===== config.mk =====
export PLATFORM = sky130hd
export DESIGN_NAME = color_style_preset_blend_core
export DESIGN_NICKNAME = d
export VERILOG_FILES = /design/src/hdl/csb_pkg.sv /design/src/hdl/csb_front.sv /design/src/hdl/csb_queue.sv /design/src/hdl/csb_back.sv /design/src/hdl/color_style_preset_blend_core.sv
export VERILOG_INCLUDE_DIRS = /design/src /design/src/hdl
export SDC_FILE = /design/constraint.sdc
export NUM_CORES = 2
export LEC_CHECK = 0
export BUFFER_PORTS_ARGS = -buffer_cell sky130_fd_sc_hd__buf_2
export CAP_MARGIN = 0
export CORE_MARGIN = 1
export CORE_UTILIZATION = 67
export CTS_BUF_LIST = sky130_fd_sc_hd__clkbuf_8
export DETAILED_ROUTE_END_ITERATION = 8
export PLACE_DENSITY = 0.88
export SETUP_SLACK_MARGIN = 0.15
export SLEW_MARGIN = 10
export SYNTH_ARGS = -nofsm -noshare
export SYNTH_HDL_FRONTEND = slang
export SYNTH_SLANG_ARGS = --single-unit

===== constraint.sdc =====
create_clock -name clk_i -period 13.5 [get_ports clk_i]
set_clock_uncertainty 0.1 [all_clocks]
set_input_delay 2.025 -clock clk_i [delete_from_list [all_inputs] [get_ports clk_i]]
set_output_delay 2.025 -clock clk_i [all_outputs]
set_load 0.02 [all_outputs]

===== src/hdl/color_style_preset_blend_core_defines.svh =====
// ---------------------------------------------------------------------------
// Assertion macros for the colour style preset blend core
// Concurrent checks, compiled out when SYNTHESIS is defined.
// ---------------------------------------------------------------------------
`ifndef COLOR_STYLE_PRESET_BLEND_CORE_DEFINES_SVH
`define COLOR_STYLE_PRESET_BLEND_CORE_DEFINES_SVH

`ifndef SYNTHESIS
// Hold the property at every clock edge outside reset.
`define CSPB_ASSERT_ALWAYS(lbl, clk, rstn, prop) \
  lbl: assert property (@(posedge clk) disable iff (!rstn) (prop)) \
    else $error("%m: check failed");
// Require the consequent in the cycle after the antecedent.
`define CSPB_ASSERT_NEXT(lbl, clk, rstn, ante, cons) \
  lbl: assert property (@(posedge clk) disable iff (!rstn) (ante) |=> (cons)) \
    else $error("%m: check failed");
`else
`define CSPB_ASSERT_ALWAYS(lbl, clk, rstn, prop)
`define CSPB_ASSERT_NEXT(lbl, clk, rstn, ante, cons)
`endif

`endif


===== src/hdl/csb_pkg.sv =====
// ---------------------------------------------------------------------------
// Colour style preset blend package
// Beat types, preset codes, fixed-point gains and coefficient lookup.
// ---------------------------------------------------------------------------
package csb_pkg;

  // Input and output beats
  typedef struct packed {
    logic [7:0] red_in;
    logic [7:0] green_in;
    logic [7:0] blue_in;
    logic [7:0] alpha_in;
  } csb_pix_in_t;

  typedef struct packed {
    logic [8:0] red_out;
    logic [8:0] green_out;
    logic [8:0] blue_out;
    logic [7:0] alpha_out;
  } csb_pix_out_t;

  // Styled colour in 1/256 of a pixel step
  localparam int unsigned STYLED_W = 17;

  typedef struct packed {
    logic [2:0][STYLED_W-1:0] styled;
    logic [2:0][7:0]          pix;
    logic [7:0]               alpha;
  } csb_entry_t;

  typedef struct packed {
    logic full;
    logic empty;
  } csb_q_status_t;

  // Channel positions
  localparam logic [1:0] CH_R = 2'd0;
  localparam logic [1:0] CH_G = 2'd1;
  localparam logic [1:0] CH_B = 2'd2;

  // Configuration register indexes
  localparam int unsigned CFG_IDX_W = 8;
  localparam logic [CFG_IDX_W-1:0] CFG_IDX_PRESET = 8'd0;
  localparam logic [CFG_IDX_W-1:0] CFG_IDX_WEIGHT = 8'd1;

  typedef enum logic [2:0] {
    PRESET_WARM   = 3'd0,
    PRESET_ROTATE = 3'd1,
    PRESET_COOL   = 3'd2,
    PRESET_SWAP   = 3'd3,
    PRESET_VIVID  = 3'd4,
    PRESET_GREY   = 3'd5
  } csb_preset_e;

  // Gains rounded to 1/256
  localparam logic [8:0] GAIN_1P3 = 9'd333;
  localparam logic [8:0] GAIN_0P7 = 9'd179;
  localparam logic [8:0] GAIN_1P4 = 9'd358;
  localparam logic [8:0] GAIN_0P5 = 9'd128;
  localparam logic [8:0] GAIN_0P9 = 9'd230;
  localparam logic [8:0] GAIN_1P5 = 9'd384;
  localparam logic [8:0] GAIN_1P2 = 9'd307;
  localparam logic [8:0] GAIN_0P8 = 9'd205;
  localparam logic [8:0] GAIN_0P2 = 9'd51;
  localparam logic [8:0] GAIN_1P8 = 9'd461;
  localparam logic [8:0] LUM_R    = 9'd77;
  localparam logic [8:0] LUM_G    = 9'd150;
  localparam logic [8:0] LUM_B    = 9'd29;
  localparam logic [8:0] ONE_Q8   = 9'd256;

  localparam logic [13:0] OFS_0P1 = 14'd6528;
  localparam logic [13:0] OFS_0P2 = 14'd13056;

  localparam logic [8:0]  SAT_MAX    = 9'd510;
  localparam logic [26:0] ROUND_HALF = 27'd32768;

  // Weight of input channel ic in output channel oc under a preset
  function automatic logic [8:0] csb_coef(input logic [2:0] preset,
                                          input logic [1:0] oc,
                                          input logic [1:0] ic);
    logic [8:0] k;
    logic       diag;
    k    = '0;
    diag = (oc == ic);
    case (csb_preset_e'(preset))
      PRESET_WARM: begin
        if (diag) k = (oc == CH_R) ? GAIN_1P3 : (oc == CH_G) ? GAIN_0P7 : GAIN_1P4;
      end
      PRESET_ROTATE: begin
        if ((oc == CH_R && ic == CH_B) || (oc == CH_G && ic == CH_R) ||
            (oc == CH_B && ic == CH_G)) k = ONE_Q8;
      end
      PRESET_COOL: begin
        if (diag) k = (oc == CH_R) ? GAIN_0P5 : (oc == CH_G) ? GAIN_0P9 : GAIN_1P5;
      end
      PRESET_SWAP: begin
        if (oc == CH_R && ic == CH_G) k = GAIN_1P2;
        if (oc == CH_G && ic == CH_R) k = GAIN_0P8;
        if (oc == CH_B && ic == CH_B) k = GAIN_0P9;
      end
      PRESET_VIVID: begin
        if (diag) k = (oc == CH_R) ? GAIN_1P5 : (oc == CH_G) ? GAIN_0P2 : GAIN_1P8;
      end
      PRESET_GREY: begin
        k = (ic == CH_R) ? LUM_R : (ic == CH_G) ? LUM_G : LUM_B;
      end
      default: begin
        if (diag) k = ONE_Q8;
      end
    endcase
    return k;
  endfunction

  // Constant term of output channel oc under a preset
  function automatic logic [13:0] csb_ofs(input logic [2:0] preset,
                                          input logic [1:0] oc);
    logic [13:0] o;
    o = '0;
    if (csb_preset_e'(preset) == PRESET_VIVID) begin
      if (oc == CH_R) o = OFS_0P1;
      if (oc == CH_B) o = OFS_0P2;
    end
    return o;
  endfunction

endpackage


===== src/hdl/csb_front.sv =====
// ---------------------------------------------------------------------------
// Colour style preset blend: front end
// Accept pixel beats, form the styled colour and hand entries to the queue.
// ---------------------------------------------------------------------------
module csb_front (
  input  logic                   clk_i,
  input  logic                   rst_ni,
  input  logic [2:0]             preset_i,
  input  logic                   in_valid_i,
  output logic                   in_ready_o,
  input  csb_pkg::csb_pix_in_t   in_data_i,
  input  csb_pkg::csb_q_status_t q_status_i,
  output logic                   push_o,
  output csb_pkg::csb_entry_t    entry_o
);
  import csb_pkg::*;

  logic             valid_q, valid_d;
  csb_entry_t       entry_q, entry_d;
  logic [2:0][7:0]  chan;
  logic             accept;

  assign chan[CH_R] = in_data_i.red_in;
  assign chan[CH_G] = in_data_i.green_in;
  assign chan[CH_B] = in_data_i.blue_in;

  // Forward the held entry whenever the queue has room
  assign push_o     = valid_q && !q_status_i.full;
  assign in_ready_o = !valid_q || push_o;
  assign accept     = in_valid_i && in_ready_o;

  for (genvar oc = 0; oc < 3; oc++) begin : g_styled
    logic [17:0] acc;
    assign acc = 18'(chan[CH_R]) * 18'(csb_coef(preset_i, 2'(oc), CH_R))
               + 18'(chan[CH_G]) * 18'(csb_coef(preset_i, 2'(oc), CH_G))
               + 18'(chan[CH_B]) * 18'(csb_coef(preset_i, 2'(oc), CH_B))
               + 18'(csb_ofs(preset_i, 2'(oc)));
    assign entry_d.styled[oc] = acc[STYLED_W-1:0];
  end

  assign entry_d.pix   = chan;
  assign entry_d.alpha = in_data_i.alpha_in;

  always_comb begin
    valid_d = valid_q;
    if (accept) begin
      valid_d = 1'b1;
    end else if (push_o) begin
      valid_d = 1'b0;
    end
  end

  always_ff @(posedge clk_i or negedge rst_ni) begin
    if (!rst_ni) begin
      valid_q <= 1'b0;
    end else begin
      valid_q <= valid_d;
    end
  end

  always_ff @(posedge clk_i) begin
    if (accept) begin
      entry_q <= entry_d;
    end
  end

  assign entry_o = entry_q;

endmodule


===== src/hdl/csb_queue.sv =====
// ---------------------------------------------------------------------------
// Colour style preset blend: entry queue
// Small circular queue that decouples the front end from the back end.
// ---------------------------------------------------------------------------
`include "color_style_preset_blend_core_defines.svh"

module csb_queue #(
  parameter int unsigned DEPTH = 2
) (
  input  logic                   clk_i,
  input  logic                   rst_ni,
  input  logic                   push_i,
  input  csb_pkg::csb_entry_t    entry_i,
  input  logic                   pop_i,
  output csb_pkg::csb_entry_t    entry_o,
  output csb_pkg::csb_q_status_t status_o
);
  import csb_pkg::*;

  localparam int unsigned PTR_W = (DEPTH > 1) ? $clog2(DEPTH) : 1;
  localparam int unsigned CNT_W = $clog2(DEPTH + 1);

  csb_entry_t       mem_q [DEPTH];
  logic [PTR_W-1:0] wr_ptr_q, wr_ptr_d;
  logic [PTR_W-1:0] rd_ptr_q, rd_ptr_d;
  logic [CNT_W-1:0] cnt_q, cnt_d;

  assign status_o.empty = (cnt_q == '0);
  assign status_o.full  = (cnt_q == CNT_W'(DEPTH));
  assign entry_o        = mem_q[rd_ptr_q];

  always_comb begin
    wr_ptr_d = wr_ptr_q;
    rd_ptr_d = rd_ptr_q;
    cnt_d    = cnt_q;
    if (push_i) begin
      wr_ptr_d = (wr_ptr_q == PTR_W'(DEPTH - 1)) ? '0 : wr_ptr_q + 1'b1;
    end
    if (pop_i) begin
      rd_ptr_d = (rd_ptr_q == PTR_W'(DEPTH - 1)) ? '0 : rd_ptr_q + 1'b1;
    end
    if (push_i && !pop_i) begin
      cnt_d = cnt_q + 1'b1;
    end else if (!push_i && pop_i) begin
      cnt_d = cnt_q - 1'b1;
    end
  end

  always_ff @(posedge clk_i or negedge rst_ni) begin
    if (!rst_ni) begin
      wr_ptr_q <= '0;
      rd_ptr_q <= '0;
      cnt_q    <= '0;
    end else begin
      wr_ptr_q <= wr_ptr_d;
      rd_ptr_q <= rd_ptr_d;
      cnt_q    <= cnt_d;
    end
  end

  always_ff @(posedge clk_i) begin
    if (push_i) begin
      mem_q[wr_ptr_q] <= entry_i;
    end
  end

  `CSPB_ASSERT_ALWAYS(a_no_pop_when_empty, clk_i, rst_ni, !(pop_i && (cnt_q == '0)))
  `CSPB_ASSERT_NEXT(a_push_leaves_entry, clk_i, rst_ni, push_i && !pop_i, cnt_q != '0)
  `CSPB_ASSERT_NEXT(a_pop_drops_one, clk_i, rst_ni, pop_i && !push_i, cnt_q + 1'b1 == $past(cnt_q))

endmodule


===== src/hdl/csb_back.sv =====
// ---------------------------------------------------------------------------
// Colour style preset blend: back end
// Mix each entry toward its styled colour, round, saturate, register.
// ---------------------------------------------------------------------------
module csb_back (
  input  logic                   clk_i,
  input  logic                   rst_ni,
  input  logic [8:0]             weight_i,
  input  csb_pkg::csb_q_status_t q_status_i,
  input  csb_pkg::csb_entry_t    entry_i,
  output logic                   pop_o,
  output logic                   out_valid_o,
  input  logic                   out_ready_i,
  output csb_pkg::csb_pix_out_t  out_data_o
);
  import csb_pkg::*;

  logic            valid_q, valid_d;
  csb_pix_out_t    data_q, data_d;
  logic [8:0]      inv_w;
  logic [2:0][8:0] mixed;

  // Pull an entry whenever the output register is free or being drained
  assign pop_o = !q_status_i.empty && (!valid_q || out_ready_i);
  assign inv_w = ONE_Q8 - weight_i;

  for (genvar c = 0; c < 3; c++) begin : g_mix
    logic [24:0] keep_term;
    logic [25:0] style_term;
    logic [26:0] acc;
    logic [10:0] rounded;
    assign keep_term  = 25'({entry_i.pix[c], 8'd0}) * 25'(inv_w);
    assign style_term = 26'(entry_i.styled[c]) * 26'(weight_i);
    assign acc        = 27'(keep_term) + 27'(style_term) + ROUND_HALF;
    assign rounded    = acc[26:16];
    assign mixed[c]   = (rounded > 11'(SAT_MAX)) ? SAT_MAX : rounded[8:0];
  end

  always_comb begin
    data_d.red_out   = mixed[CH_R];
    data_d.green_out = mixed[CH_G];
    data_d.blue_out  = mixed[CH_B];
    data_d.alpha_out = entry_i.alpha;
  end

  always_comb begin
    valid_d = valid_q;
    if (pop_o) begin
      valid_d = 1'b1;
    end else if (out_ready_i) begin
      valid_d = 1'b0;
    end
  end

  always_ff @(posedge clk_i or negedge rst_ni) begin
    if (!rst_ni) begin
      valid_q <= 1'b0;
    end else begin
      valid_q <= valid_d;
    end
  end

  always_ff @(posedge clk_i) begin
    if (pop_o) begin
      data_q <= data_d;
    end
  end

  assign out_valid_o = valid_q;
  assign out_data_o  = data_q;

endmodule


===== src/hdl/color_style_preset_blend_core.sv =====
// ---------------------------------------------------------------------------
// Colour style preset blend core
// Per-pixel colour styling by preset, mixed with the input by a weight.
// ---------------------------------------------------------------------------
// Takes one RGBA pixel beat per clock and returns one result beat per pixel,
// in order. Sustained rate is one pixel per clock while the result channel
// does not stall. The beat passes three register stages (front register,
// queue, output register); the front register loads at the accepting edge,
// then the queue and the output register take it in turn, in that order. The
// front end forms the styled colour as a 3x3 gain matrix plus offset in
// 1/256 steps; the back end mixes input and styled colour by the weight
// (clamped to 256), rounds half up and saturates at 510. Alpha is carried
// unchanged. The configuration port is always ready: index 0 is the preset
// (3 bits), index 1 the weight (9 bits); writes to other indexes are
// dropped. Write configuration only while no pixel is in flight.
// ---------------------------------------------------------------------------
module color_style_preset_blend_core #(
  parameter int unsigned QUEUE_DEPTH = 2
) (
  input  logic                             clk_i,
  input  logic                             rst_ni,
  // configuration write channel
  input  logic                             cfg_valid_i,
  output logic                             cfg_ready_o,
  input  logic [csb_pkg::CFG_IDX_W-1:0]    cfg_index_i,
  input  logic [8:0]                       cfg_data_i,
  // pixel input channel
  input  logic                             in_valid_i,
  output logic                             in_ready_o,
  input  csb_pkg::csb_pix_in_t             in_data_i,
  // result channel
  output logic                             out_valid_o,
  input  logic                             out_ready_i,
  output csb_pkg::csb_pix_out_t            out_data_o
);
  import csb_pkg::*;

  logic [2:0]    preset_q, preset_d;
  logic [8:0]    weight_q, weight_d;
  logic [8:0]    weight_clamped;
  logic          push, pop;
  csb_entry_t    push_entry, pop_entry;
  csb_q_status_t q_status;

  // Configuration registers take every write beat at once
  assign cfg_ready_o = 1'b1;

  always_comb begin
    preset_d = preset_q;
    weight_d = weight_q;
    if (cfg_valid_i) begin
      case (cfg_index_i)
        CFG_IDX_PRESET: preset_d = cfg_data_i[2:0];
        CFG_IDX_WEIGHT: weight_d = cfg_data_i;
        default: begin
          // drop writes to unused indexes
        end
      endcase
    end
  end

  always_ff @(posedge clk_i or negedge rst_ni) begin
    if (!rst_ni) begin
      preset_q <= 3'(PRESET_WARM);
      weight_q <= ONE_Q8;
    end else begin
      preset_q <= preset_d;
      weight_q <= weight_d;
    end
  end

  // Weights above 1.0 act as 1.0
  assign weight_clamped = (weight_q > ONE_Q8) ? ONE_Q8 : weight_q;

  // Front: accept pixel beat, build styled colour, hold it until queued
  csb_front u_front (
    .clk_i      (clk_i),
    .rst_ni     (rst_ni),
    .preset_i   (preset_q),
    .in_valid_i (in_valid_i),
    .in_ready_o (in_ready_o),
    .in_data_i  (in_data_i),
    .q_status_i (q_status),
    .push_o     (push),
    .entry_o    (push_entry)
  );

  // Queue: lets front and back stall on their own
  csb_queue #(
    .DEPTH (QUEUE_DEPTH)
  ) u_queue (
    .clk_i    (clk_i),
    .rst_ni   (rst_ni),
    .push_i   (push),
    .entry_i  (push_entry),
    .pop_i    (pop),
    .entry_o  (pop_entry),
    .status_o (q_status)
  );

  // Back: blend, round, saturate into the output register
  csb_back u_back (
    .clk_i       (clk_i),
    .rst_ni      (rst_ni),
    .weight_i    (weight_clamped),
    .q_status_i  (q_status),
    .entry_i     (pop_entry),
    .pop_o       (pop),
    .out_valid_o (out_valid_o),
    .out_ready_i (out_ready_i),
    .out_data_o  (out_data_o)
  );

endmodule


==> reports/qor.csv <==
stage,metric,value,unit
floorplan,die_w,269,µm
power,ir_drop,0.294,mV
sta,fmax,0.0948,GHz
sta,hold_viol,0,
drt,ant_nets,0,
logic_synthesis,yosysSeqAreaShare,18.7,%
clocking,postCtsResizedCells,0,
logic_synthesis,synthFlopType,edfxtp_1,
logic_synthesis,syn_inst,4724,
worst_setup_path,setup.worst_path.end_class,flip-flop,
layout,layout_common_cells,"inv_1 (1,152), fa_1 (813), ha_1 (653)",
sta,hold_ws,311,ps
clocking,clk_latency,680,ps
placement,place.gp.congestion,0.930,
global_route,grt_max_degree,69,
sta,fin_crit,10550,ps
logic_synthesis,synth-xor-area-share,2.52,%
drt,drtIter0Drc,2509,
clocking,cts_setup_buffers,0,
clocking,cts_hold_buf,0,
min_path,hp-class,flip-flop to flip-flop,
clocking,cts_tree,yes,
floorplan,coreArea,0.0704,mm²
clocking,cts_max_level,2,
drt,drt-pass1-iter-count,7,
logic_synthesis,synth_top_family_by_area,adder cells,
worst_setup_path,slowest_delay,680,ps
logic_synthesis,synth_area_leaders,"fa_1 (34%), edfxtp_1 (18%), ha_1 (17%)",
sta,rsz0062_at_grt,no,
run,cap_violations,0,
global_route,grt_pass1_vias,35700,
placement,portBuffers,90,
clocking,ctsLongestPathBuffers,3,
worst_setup_path,required,13800,ps
worst_setup_path,critical_path_arrival,10850,ps
drt,vias_per_cell,5.73,
sta,period_share,78.1,%
worst_setup_path,criticalPathCategory,flip-flop to flip-flop,
run_status,status,finished clean,
worst_setup_path,worst_path_most_repeated_cell,fa_1,
sta,setup_viol,0,
logic_synthesis,async_flop_share,5.96,%
logic_synthesis,synth_warnings,0,
logic_synthesis,synth_fp_nets,6244,
logic_synthesis,synth_seq_cells,302,
worst_setup_path,crit_path_end,u_back.out_data_o[31],
global_route,globalRouteTotalUtil,31.6,%
clocking,clock-sinks,302,
worst_setup_path,rrSetupSlack,2950,ps
logic_synthesis,mappedNetlistArea,0.0479,mm²
clocking,cts-root-buf,clkbuf_8,
global_route,grt_pass1_wl,180000,µm
drt,drt-total-wl,111000,µm
sta,tns,0,ps
logic_synthesis,synth.distinct_cells,76,
logic_synthesis,syn_avg_cell_area,10.1,µm²
sta,final-max-slew-violation-count,0,
worst_setup_path,worstPathMaxFanout,68,
worst_setup_path,rr_startpoint,weight_q[8],
layout,layout_commonest_cell,inv_1,
logic_synthesis,synth_top_area_share,34.0,%
layout,fillerInstances,4741,
sta,relSlewSlack,21.9,%
min_path,hold_depth,0,
drt,vias,33100,
logic_synthesis,yosysTopAreaCell,fa_1,
clocking,cts_buffers,51,
power,power_density,216,mW/mm²
clocking,clk_pin_slew,70,ps
floorplan,ioPinCount,92,
logic_synthesis,synth_compound_area_share,3.46,%
layout,drive_gt1_share,7.43,%
worst_setup_path,cp-start-kind,flip-flop,
floorplan,dieArea,0.0726,mm²
drt,post-route-drc-count,0,
layout,syn_to_final_growth,5.47,%
worst_setup_path,startpoint,weight_q[8],
sta,worstMarginPinSlew,1140,ps
drt,avgRoutedWirePerCell,19.2,µm
floorplan,num_rows,97,
floorplan,initial_utilization,68.1,%
worst_setup_path,ff2ff_path_depth,35,
logic_synthesis,synthMuxAreaShare,2.96,%
logic_synthesis,synth_fa_ha_area_share,51.0,%
global_route,grt.overflow.total,0,
power,leakage,0.0248,µW
worst_setup_path,crit_path_top_delay_cell,buf_4,
worst_setup_path,r2r-end,u_back.out_data_o[31],
floorplan,fp.dieH,269,µm
logic_synthesis,synth-edff-count,284,
placement,hpwl,88700,µm
logic_synthesis,synthSimpleGateAreaFrac,11.4,%
global_route,grt_antenna_before_repair,3,
layout,nets,6315,
==> report_power, final <==
part	leakage (µW)	switching (µW)	internal (µW)	total, µW
clock network	0.000558	418	443	861
logic	0.0214	4900	3300	8200
registers	0.00292	171	1670	1840
==> cell usage after synthesis, drive strengths merged, types with 3 or more instances <==
| library cell | count |
|---|---|
| o21ai | 60 |
| edfxtp | 284 |
| nor4b | 3 |
| fa | 813 |
| clkbuf | 98 |
| nor2 | 357 |
| o41ai | 7 |
| or3b | 3 |
| or2 | 56 |
| a211oi | 10 |
| a221oi | 3 |
| nand3 | 25 |
| ha | 653 |
| a21boi | 12 |
| mux2i | 64 |
| o21a | 7 |
| xor2 | 43 |
| and2 | 132 |
| and3 | 42 |
| o311a | 3 |
| buf | 12 |
| dfrtp | 17 |
| nand2 | 401 |
| o21bai | 14 |
| nand2b | 34 |
| nand4 | 7 |
| a221o | 3 |
| a31oi | 4 |
| inv | 1142 |
| or3 | 8 |
| a21oi | 76 |
| xnor2 | 95 |
| nor3 | 22 |
| a21o | 32 |
| mux2 | 68 |
| nor2b | 69 |
| or4 | 4 |
| nand3b | 8 |
| a31o | 4 |
| o211ai | 4 |
==> final cells by class <==
cell class	count	area [µm²]	share of cell area [%]
tap	940	1180	2.33
antenna	1	2.50	0.00495
multi-input combinational	3169	34300	67.9
sequential	302	8980	17.8
clock buffer	52	716	1.42
clock inverter	39	323	0.639
inverter	1143	4290	8.49
timing repair buffer	128	736	1.46
==> state kept, by name, indices dropped and copies added, names as in the netlist <==
| signal | flops |
|---|---|
| preset_q | 3 |
| u_back.out_data_o | 35 |
| u_back.out_valid_o | 1 |
| u_front.entry_o | 83 |
| u_front.valid_q | 1 |
| u_queue.cnt_q | 2 |
| u_queue.mem_q | 166 |
| u_queue.rd_ptr_q | 1 |
| u_queue.wr_ptr_q | 1 |
| weight_q | 9 |
==> logic make-up (layout without fill, tap and decap cells) <==
family                   after synthesis  after routing
AND/OR/NAND/NOR                     1178           1178
buffers and inverters               1253           1362
other                                  1              2
AO/OA/AOI/OAI                        254            254
flip-flops                           302            302
XOR/XNOR                             138            138
adder cells (fa/ha/maj)             1466           1466
multiplexers                         132            132
==> stage by stage <==
stage	setup slack (ps)	instance area (µm²)	utilization, %	total power [µW]	instances
floorplan	4020	47900	-	8000	4724
global placement	3470	49500	70.3	9520	5682
detailed placement	3100	49500	70.3	9960	5682
CTS	3050	50500	71.8	10900	5773
global route	2240	50500	71.8	12100	5774
finish	2950	50500	71.8	10900	5774
==> per-layer routing <==
metal	wire length, µm	GRT usage [%]	part of all wire (%)	vias to the layer above
met5	13	0	0.012	-
met4	5220	13.1	4.7	2
met3	10200	5.82	9.2	349
met2	53200	52.8	48	1580
met1	42400	40.9	38	16500
li1	-	-	-	14700
==> critical path: cells and delay by family, from the launching register on <==
kind,cells,cell delay [ps]
AOI/OAI and AO/OA,10,2130
xor gates and xnor gates,1,140
adders and majority gates,9,3890
buffers and inverters,6,1280
DFF,1,520
and+or+nand+nor,9,2180
==> worst min-delay path by stage <==
stage | startpoint | to | slack (ps)
floorplan | u_front.entry_o[0] | u_queue.mem_q[0][0] | 320
global placement | u_front.entry_o[21] | u_queue.mem_q[0][21] | 320
detailed placement | u_front.entry_o[77] | u_queue.mem_q[1][77] | 330
CTS | u_front.entry_o[25] | u_queue.mem_q[0][25] | 310
global route | u_front.entry_o[25] | u_queue.mem_q[0][25] | 320
finish | u_front.entry_o[25] | u_queue.mem_q[0][25] | 310
Note: power is estimated with default switching activity, not from simulation.
